--- src/asrb_pkg.sv ---
// Shared types and constants for the serial interface register block.
// No dependencies.
package asrb_pkg;

  localparam logic [1:0] CMD_TICK  = 2'd0;
  localparam logic [1:0] CMD_READ  = 2'd1;
  localparam logic [1:0] CMD_WRITE = 2'd2;
  localparam logic [1:0] CMD_RX    = 2'd3;

  localparam int CNT_W = 10;

  localparam logic [1:0] DIV_16 = 2'd1;
  localparam logic [1:0] DIV_64 = 2'd2;

  localparam logic [CNT_W-1:0] TX_LEN_DIV1  = 10'd10;
  localparam logic [CNT_W-1:0] TX_LEN_DIV16 = 10'd160;
  localparam logic [CNT_W-1:0] TX_LEN_DIV64 = 10'd640;

  localparam int CTRL_RX_IRQ_EN = 7;

  typedef struct packed {
    logic [1:0] cmd;
    logic       reg_select;
    logic [7:0] data_byte;
    logic       framing_error;
    logic       parity_error;
  } request_t;

  typedef struct packed {
    logic [7:0] read_data;
    logic       irq_line;
  } result_t;

endpackage

--- src/asrb_in_reg.sv ---
// Input register stage: holds one accepted request until the core takes it.
// Depends on asrb_pkg.
module asrb_in_reg (
  input  logic              clk,
  input  logic              rst,
  input  logic              request_valid,
  output logic              request_ready,
  input  asrb_pkg::request_t request,
  input  logic              advance,
  output logic              held_valid,
  output asrb_pkg::request_t held
);
  import asrb_pkg::*;

  assign request_ready = !held_valid || advance;

  always_ff @(posedge clk) begin
    if (rst) begin
      held_valid <= 1'b0;
    end else if (request_ready) begin
      held_valid <= request_valid;
    end
  end

  always_ff @(posedge clk) begin
    if (rst) begin
      held <= '0;
    end else if (request_valid && request_ready) begin
      held <= request;
    end
  end

endmodule

--- src/asrb_regs.sv ---
// Register file and per-request update logic: data, status, control, tx countdown.
// Depends on asrb_pkg.
module asrb_regs (
  input  logic               clk,
  input  logic               rst,
  input  logic               step,
  input  asrb_pkg::request_t req,
  output asrb_pkg::result_t  rsp_next
);
  import asrb_pkg::*;

  logic [7:0]       rx_data, rx_data_next;
  logic [7:0]       control, control_next;
  logic [CNT_W-1:0] countdown, countdown_next;
  logic rx_full, rx_full_next;
  logic tx_empty, tx_empty_next;
  logic framing, framing_next;
  logic overrun, overrun_next;
  logic parity, parity_next;
  logic irq, irq_next;
  logic [7:0] status_byte;
  logic [CNT_W-1:0] tx_len;

  assign status_byte = {irq, parity, overrun, framing, 2'b00, tx_empty, rx_full};

  always_comb begin
    case (control[1:0])
      DIV_16:  tx_len = TX_LEN_DIV16;
      DIV_64:  tx_len = TX_LEN_DIV64;
      default: tx_len = TX_LEN_DIV1;
    endcase
  end

  always_comb begin
    rx_data_next   = rx_data;
    control_next   = control;
    countdown_next = countdown;
    rx_full_next   = rx_full;
    tx_empty_next  = tx_empty;
    framing_next   = framing;
    overrun_next   = overrun;
    parity_next    = parity;
    rsp_next.read_data = 8'd0;
    unique case (req.cmd)
      CMD_TICK: begin
        if (!tx_empty && countdown != '0) begin
          countdown_next = countdown - 1'b1;
          if (countdown == CNT_W'(1)) tx_empty_next = 1'b1;
        end
      end
      CMD_READ: begin
        if (req.reg_select) begin
          rsp_next.read_data = rx_data;
          rx_full_next       = 1'b0;
        end else begin
          rsp_next.read_data = status_byte;
        end
      end
      CMD_WRITE: begin
        if (req.reg_select) begin
          tx_empty_next  = 1'b0;
          countdown_next = tx_len;
        end else begin
          control_next = req.data_byte;
        end
      end
      CMD_RX: begin
        if (rx_full) begin
          overrun_next = 1'b1;
        end else begin
          rx_data_next = req.data_byte;
          rx_full_next = 1'b1;
          framing_next = framing | req.framing_error;
          parity_next  = parity | req.parity_error;
        end
      end
    endcase
    irq_next = control_next[CTRL_RX_IRQ_EN] & rx_full_next;
    rsp_next.irq_line = irq_next;
  end

  always_ff @(posedge clk) begin
    if (rst) begin
      rx_data   <= 8'd0;
      control   <= 8'd0;
      countdown <= '0;
      rx_full   <= 1'b0;
      tx_empty  <= 1'b1;
      framing   <= 1'b0;
      overrun   <= 1'b0;
      parity    <= 1'b0;
      irq       <= 1'b0;
    end else if (step) begin
      rx_data   <= rx_data_next;
      control   <= control_next;
      countdown <= countdown_next;
      rx_full   <= rx_full_next;
      tx_empty  <= tx_empty_next;
      framing   <= framing_next;
      overrun   <= overrun_next;
      parity    <= parity_next;
      irq       <= irq_next;
    end
  end

  a_irq_level: assert property (@(posedge clk) disable iff (rst)
    irq == (control[CTRL_RX_IRQ_EN] && rx_full))
    else $error("irq bit out of step with enable and receive full");

  a_tx_busy_count: assert property (@(posedge clk) disable iff (rst)
    !tx_empty |-> countdown != '0)
    else $error("transmitter busy with zero countdown");

  a_errors_sticky: assert property (@(posedge clk) disable iff (rst)
    (!$past(rst) && ($past(overrun) || $past(framing) || $past(parity))) |->
      ((overrun || !$past(overrun)) && (framing || !$past(framing)) &&
       (parity || !$past(parity))))
    else $error("sticky error flag cleared");

endmodule

--- src/acia_serial_register_block_unit.sv ---
// Top level of the serial interface register block: input stage, registers, result register.
// Depends on asrb_pkg, asrb_in_reg, asrb_regs.
//
// Each request (tick, bus read, bus write or received byte) yields exactly one result: the
// read byte (zero unless a bus read) and the interrupt level after the request. One request
// is taken per cycle unless the result register holds a result that is not yet taken. A result
// is registered in the result register as its request leaves the input stage and the status,
// control and countdown registers are updated.
module acia_serial_register_block_unit (
  input  logic               clk,
  input  logic               rst,
  input  logic               request_valid,
  output logic               request_ready,
  input  asrb_pkg::request_t request,
  output logic               result_valid,
  input  logic               result_ready,
  output asrb_pkg::result_t  result
);
  import asrb_pkg::*;

  logic     held_valid;
  request_t held;
  logic     advance;
  result_t  rsp_next;

  assign advance = held_valid && (!result_valid || result_ready);

  asrb_in_reg u_in (
    .clk           (clk),
    .rst           (rst),
    .request_valid (request_valid),
    .request_ready (request_ready),
    .request       (request),
    .advance       (advance),
    .held_valid    (held_valid),
    .held          (held)
  );

  asrb_regs u_regs (
    .clk      (clk),
    .rst      (rst),
    .step     (advance),
    .req      (held),
    .rsp_next (rsp_next)
  );

  always_ff @(posedge clk) begin
    if (rst) begin
      result_valid <= 1'b0;
    end else if (advance) begin
      result_valid <= 1'b1;
    end else if (result_ready) begin
      result_valid <= 1'b0;
    end
  end

  always_ff @(posedge clk) begin
    if (advance) begin
      result <= rsp_next;
    end
  end

endmodule

--- config.mk ---
export PLATFORM = sky130hd
export DESIGN_NAME = acia_serial_register_block_unit
export DESIGN_NICKNAME = d
export VERILOG_FILES = /design/src/asrb_pkg.sv /design/src/asrb_in_reg.sv /design/src/asrb_regs.sv /design/src/acia_serial_register_block_unit.sv
export SDC_FILE = /design/constraint.sdc
export NUM_CORES = 1
export LEC_CHECK = 0
export ABC_AREA = 1
export BUFFER_PORTS_ARGS = -buffer_cell sky130_fd_sc_hd__buf_2
export CELL_PAD_IN_SITES_DETAIL_PLACEMENT = 1
export CELL_PAD_IN_SITES_GLOBAL_PLACEMENT = 2
export CORE_MARGIN = 1
export CORE_UTILIZATION = 33
export CTS_CLUSTER_DIAMETER = 50
export CTS_CLUSTER_SIZE = 28
export DETAILED_ROUTE_END_ITERATION = 8
export PLACE_DENSITY = 0.84
export SLEW_MARGIN = 20
export SYNTH_ARGS = -nofsm -noshare
export SYNTH_HDL_FRONTEND = slang
export SYNTH_HIERARCHICAL = 1
export SYNTH_SLANG_ARGS = --single-unit
export TNS_END_PERCENT = 1
--- constraint.sdc ---
create_clock -name clk -period 3.2 [get_ports clk]
set_input_delay 0.64 -clock clk [delete_from_list [all_inputs] [get_ports clk]]
set_output_delay 0.64 -clock clk [all_outputs]
set_load 0.05 [all_outputs]
==> Word level (Yosys, flattened, before mapping) <==
Index checks and enable logic that the tools add are counted.
{ "totals": {"elab_cells": 68, "ff_bits": 56, "input_bits": 17, "output_inout_bits": 11} }
{ "op_classes": {"bitwise": 5, "n_mux": 15, "n_eq_ne": 9, "add_sub_neg": 1, "n_reduce_logical": 18} }
{ "op_table": {"columns": ["cell", "count"], "rows": [
  ["one-hot mux 10 bit (2 select lines)", 2],
  ["2-to-1 mux 8 bit", 3],
  ["2-to-1 mux 10 bit", 2],
  ["equality test 10 x 1 -> 1 bit (second input constant)", 1],
  ["nonzero test 10 bit", 1],
  ["subtractor 10 x 1 -> 10 bit (second input constant)", 1],
  ["AND reduction 3 bit", 3],
  ["equality test 2 bit (second input constant)", 3],
  ["2-to-1 mux 1 bit", 6],
  ["AND reduction 5 bit", 1],
  ["equality test 2 x 1 -> 1 bit (second input constant)", 2],
  ["inequality test 2 x 1 -> 1 bit (second input constant)", 2],
  ["one-hot mux 1 bit (2 select lines)", 2],
  ["AND reduction 4 bit", 1],
  ["nonzero test 2 bit", 2],
  ["logical AND 1 bit", 3],
  ["zero test 1 bit", 3],
  ["zero test 2 bit", 1],
  ["logical OR 1 bit", 2],
  ["inequality test 2 bit (second input constant)", 1],
  ["inverter 1 bit", 2],
  ["OR 1 bit", 2],
  ["AND reduction 2 bit", 1],
  ["bitwise AND 1 bit", 1]
]} }

==> Logic depth before layout (Yosys ltp) <==
{ "depth": {"word_depth": 5, "mapped_depth": 12, "depth_no_buf": 11} }

==> By module <==
The synthesis kept the hierarchy.
{ "by_module_without_submodules": {"columns": ["module", "n_inst", "area_per_inst_um2", "seq_area_each_um2", "cells_each"], "rows": [
  ["asrb_regs", 1, 1453.9, 540.5, 224],
  ["asrb_in_reg", 1, 683.2, 280.3, 90],
  ["acia_serial_register_block_unit", 1, 317.8, 290.3, 15]
]} }

==> Least setup slack after synthesis <==
OpenSTA, ideal clock, no wires.
{ "synth_path": {"path_kind": "in2out", "startpoint": "in result_ready", "endpoint": "out request_ready", "required_ns": 2.560, "slack_ns": 0.787, "n_path_buf": 1, "cell_stages": 5, "t_arrival_ns": 1.773, "path_cell_list": "inv_2 -> a21oi_1 -> inv_2 -> nand2_4 -> buf_6"} }
{ "synth_between": {"elab_chain_cells": 3} }
{ "synth_lines": {"columns": ["item", "line", "rtl"], "rows": [
  ["start: declaration", "acia_serial_register_block_unit.sv:16", "input logic result_ready,"],
  ["logical OR 1 bit", "acia_serial_register_block_unit.sv:26", "assign advance = held_valid && (!result_valid || result_ready);"],
  ["logical AND 1 bit", "acia_serial_register_block_unit.sv:26", null],
  ["via advance", "acia_serial_register_block_unit.sv:23", "logic advance;"],
  ["logical OR 1 bit", "asrb_in_reg.sv:15", "assign request_ready = !held_valid || advance;"],
  ["end: declaration", "acia_serial_register_block_unit.sv:13", "output logic request_ready,"]
]} }
The timed path passes the listed nets, and every way through them passes these cells.

==> Worst setup path in the final report <==
{ "layout_path": {"startpoint": "reg u_in.held_valid", "endpoint": "out request_ready"} }
{ "layout_between": {"elab_chain_cells": 2, "elab_cells_between_ends": 3, "cone_classes": "3 x reduce/logical"} }
{ "layout_lines": {"columns": ["item", "line", "rtl"], "rows": [
  ["start: declaration", "asrb_in_reg.sv:10", "output logic held_valid,"],
  ["start signal: assignment", "asrb_in_reg.sv:21", "held_valid <= request_valid;"],
  ["logical AND 1 bit", "acia_serial_register_block_unit.sv:26", null],
  ["via advance", "acia_serial_register_block_unit.sv:23", null],
  ["logical OR 1 bit", "asrb_in_reg.sv:15", null]
]} }
The timed path passes the listed nets, and every way through them passes these cells.

==> summary by stage <==
Outcome
The run finished with clean final reports.

Drt
The antenna violation net count after detailed routing is 0. The detailed router placed 2044 vias in this run. The first routing iteration left 135 violations. The final layout contains routed wiring with a total length of 5500 um.

In the routed design, unresolved DRC markers number 0. Before antenna repair, the detailed router went through 4 iterations. The via count normalized by instance count is 4.51. The mean routed wirelength per cell is 12.1 um.

Power and ir drop
The switching part of the total is 0.281. The maximum resistive drop on vdd is 0.000150 V. Cell internal power was estimated by the tool at 0.000906 W. The leakage power figure is 1.24 nW. The share of total power dissipated in the clock network is 0.313. The share of total power dissipated in combinational logic is 0.131.

Power spread over the standard cell area amounts to 464 nW/um^2. Of the total power, registers draw 0.556. For this design the total switching power over the nets is 0.000353 W.

Global routing
The largest net degree at the start of global routing is 29. The via count of the first global-routing pass is 1936. The combined global-route utilization of all metal layers is 0.156.

The first-pass GRT wire length is 9470 um. Global routing finished with a remaining overflow of 0. The number of antenna violations at the first check in global routing is 0.

Critical path
The critical path starts at u_in/held_valid. The kind of end point of the critical path is a primary output. The peak fanout along the critical path is 28. The endpoint required time on the critical path is 2.56 ns.

The worst flop-to-flop path startpoint is u_in/held_valid. The worst setup path is launched from a flop. STA puts the critical path data arrival time at 1.65 ns.

The classification of the worst setup path is flop to primary output.

CTS
The clock-pin slew reported for the worst setup and hold paths after clock tree synthesis is 0.09 ns. TritonCTS built the clock tree. The count of hold buffers inserted by post-cts repair is 0. The number of CTS-inserted buffers is 5.

CTS built an H-tree with a depth of 2. Counting along the longest clock path gives a buffer depth of 2. The cell sitting at the root of the clock tree is a sky130_fd_sc_hd__clkbuf_8. At the later pin of the worst-skew pair, clock insertion delay measures 0.30 ns. Once the clock tree was built, the resizer swapped 0 gates to a different size.

The clock net in this run drives a total of 51 sinks. Buffers added to address setup during post-CTS repair amount to 0.

STA
The count of final hold-check violations is 0. After layout, the minimum clock period comes to 2.29 ns. Of the available clock period, the critical path in the final layout requires 0.715. Setup repair after global routing left no endpoint under its margin. The final-layout setup total negative slack is 0 ns. For the pin with the worst max-slew slack, the measured transition is 0.496 ns. Setup violations remaining at the end of the flow were counted as 0. The setup clock skew after layout is 0.00471 ns. The worst slew slack as a fraction of its limit is 0.669. The final max-slew violation count was 0. Timing would allow up to 437 MHz. Once routing completed, OpenROAD measured the worst setup slack at 0.911 ns.

Placed design
OpenSTA, run right after detailed placement, puts the worst setup slack at 0.913 ns. The post-detailed-placement half-perimeter wirelength is 3940 um. In this run the tool buffered the top-level ports with 27 buffer cells. The placed instance area is 2610 sq um. At the end of routability-driven placement, the weighted congestion stood at 0.729.

Synthesis
The mean cell area of the mapped netlist is 7.46 sq um. The Yosys step of the flow raised 6 warnings. The synthesized net count is 350. Counting every instance in the synthesized netlist gives 329. The cell area after technology mapping is 2450 sq um. The share of the Yosys chip area taken by registers is 0.453.

In this run, synthesis produced a sequential element count of 51. The unique cell type count in the Yosys netlist is 27.

Hold path
The worst min-delay path category is flop to flop. The startpoint identified for the worst hold timing path is u_regs/overrun.

Final layout
The library cell used most frequently in the layout, excluding fill and tap cells, is sky130_fd_sc_hd__nand2_1. The sequential cell area in the final layout is 1110 sq um. 0 antenna diodes ended up in the layout. Compared with the post-synthesis result, the final layout area differs by 10.4%.

Leaving out fill and tap cells, the most frequent cells in the layout are 62 x sky130_fd_sc_hd__nand2_1, 57 x sky130_fd_sc_hd__nor2_1, 43 x sky130_fd_sc_hd__inv_1. In the final design database the tool counted 374 nets. The multi-input gate area in the final layout is 1050 sq um. Fill cells in the final layout number 963.

In the final layout, the share of cells above drive strength 1 is 0.158. Summing all non-filler instances in the final layout gives an area of 2710 sq um.

Die
The die height is 88.3 um. The die covers 7790 sq um. The placeable core region is 7210 sq um. The initial cell density of the core is 0.340. The site row count is 31.

The die extent in x is 88.3 um. The boundary pin count is 28.

Run
The count of maximum capacitance violations is 0.
[worst max-delay path, cell delays in order (launching register included)]
cell and delay (ns):
sky130_fd_sc_hd__dfxtp_1 0.39, sky130_fd_sc_hd__inv_1 0.09, sky130_fd_sc_hd__a21oi_1 0.20, sky130_fd_sc_hd__inv_2 0.07, sky130_fd_sc_hd__nand2_4 0.25, sky130_fd_sc_hd__buf_2 0.33
[final timing paths]
kind / endpoint / slack, ns / depth (start not counted)
max reg2reg: u_regs/countdown[5] / 1.24 / 12
min: u_regs/overrun / 0.46 / 2
max: request_ready / 0.91 / 5
min reg2reg: u_regs/overrun / 0.46 / 2
[cell usage after synthesis]
master / number / area (sq um)
sky130_fd_sc_hd__a21oi_2: 1 / 8.76
sky130_fd_sc_hd__dfxtp_1: 42 / 841
sky130_fd_sc_hd__buf_2: 1 / 5.00
sky130_fd_sc_hd__clkbuf_8: 1 / 13.8
sky130_fd_sc_hd__nand3_2: 7 / 70.1
sky130_fd_sc_hd__nand3_1: 20 / 100
sky130_fd_sc_hd__nand2_2: 2 / 12.5
sky130_fd_sc_hd__nand4_1: 1 / 6.26
sky130_fd_sc_hd__inv_2: 5 / 18.8
sky130_fd_sc_hd__xor2_1: 3 / 26.3
sky130_fd_sc_hd__buf_6: 6 / 67.6
sky130_fd_sc_hd__inv_1: 43 / 161
sky130_fd_sc_hd__ha_1: 4 / 50.1
sky130_fd_sc_hd__buf_8: 1 / 15.0
sky130_fd_sc_hd__nand2_4: 2 / 22.5
sky130_fd_sc_hd__o21ai_0: 19 / 95.1
sky130_fd_sc_hd__or2_2: 1 / 6.26
sky130_fd_sc_hd__nor3_1: 1 / 5.00
sky130_fd_sc_hd__a21oi_1: 35 / 175
sky130_fd_sc_hd__edfxtp_1: 9 / 270
sky130_fd_sc_hd__nor2_2: 1 / 6.26
sky130_fd_sc_hd__nor2_1: 57 / 214
sky130_fd_sc_hd__buf_4: 1 / 7.51
sky130_fd_sc_hd__a211oi_1: 1 / 7.51
sky130_fd_sc_hd__a221oi_1: 1 / 8.76
sky130_fd_sc_hd__nand2_1: 62 / 233
sky130_fd_sc_hd__clkbuf_1: 2 / 7.51
[cell type report]
| cell class | instances | area share |
|---|---|---|
| Sequential cell | 51 | 0.410 |
| Multi-Input combinational cell | 218 | 0.386 |
| Inverter | 48 | 0.0665 |
| Timing Repair Buffer | 29 | 0.0554 |
| Tap cell | 99 | 0.0457 |
| Clock buffer | 6 | 0.0305 |
| Clock inverter | 2 | 0.00600 |
[state kept, by name (all words and copies together), names as in the netlist]
register / count
u_regs/countdown: 10
u_regs/control: 3
u_regs/framing: 1
u_in/held: 13
result_valid: 1
u_regs/overrun: 1
u_regs/rx_data: 8
result: 9
u_in/held_valid: 1
u_regs/tx_empty: 1
u_regs/rx_full: 1
u_regs/irq: 1
u_regs/parity: 1
[power groups by stage]
| stage | registers [W] | logic (W) | clock network [W] |
|---|---|---|---|
| floorplan | 0.000731 | 0.000114 | 0 |
| global placement | 0.000715 | 0.000163 | 0 |
| detailed placement | 0.000715 | 0.000166 | 0 |
| CTS | 0.000701 | 0.000166 | 0.000409 |
| finish | 0.000700 | 0.000165 | 0.000394 |
| global route | 0.000704 | 0.000186 | 0.000439 |
[kinds of logic after synthesis]
| family | Yosys count | share of synthesized area |
|---|---|---|
| flops | 51 | 0.453 |
| buf+inv | 60 | 0.121 |
| fa+ha+maj | 4 | 0.0204 |
| simple gates | 154 | 0.275 |
| compound gates | 57 | 0.120 |
| xor+xnor | 3 | 0.0107 |
[per-stage QoR]
stage / util / total power [W] / instances / hold slack (ns)
floorplan: - / 0.000845 / 329 / 0.436
global placement: 0.362 / 0.000878 / 445 / 0.447
detailed placement: 0.362 / 0.000881 / 445 / 0.453
CTS: 0.376 / 0.00128 / 453 / 0.467
global route: 0.376 / 0.00133 / 453 / 0.494
finish: 0.376 / 0.00126 / 453 / 0.465
[layer usage]
layer,GRT usage,up-vias,share of wire
met5,0,-,0
met4,0.0396,0,0.011
met3,0.0308,6,0.031
met2,0.231,31,0.41
met1,0.230,921,0.55
li1,-,1086,-
(Power assumes the default switching activity.)
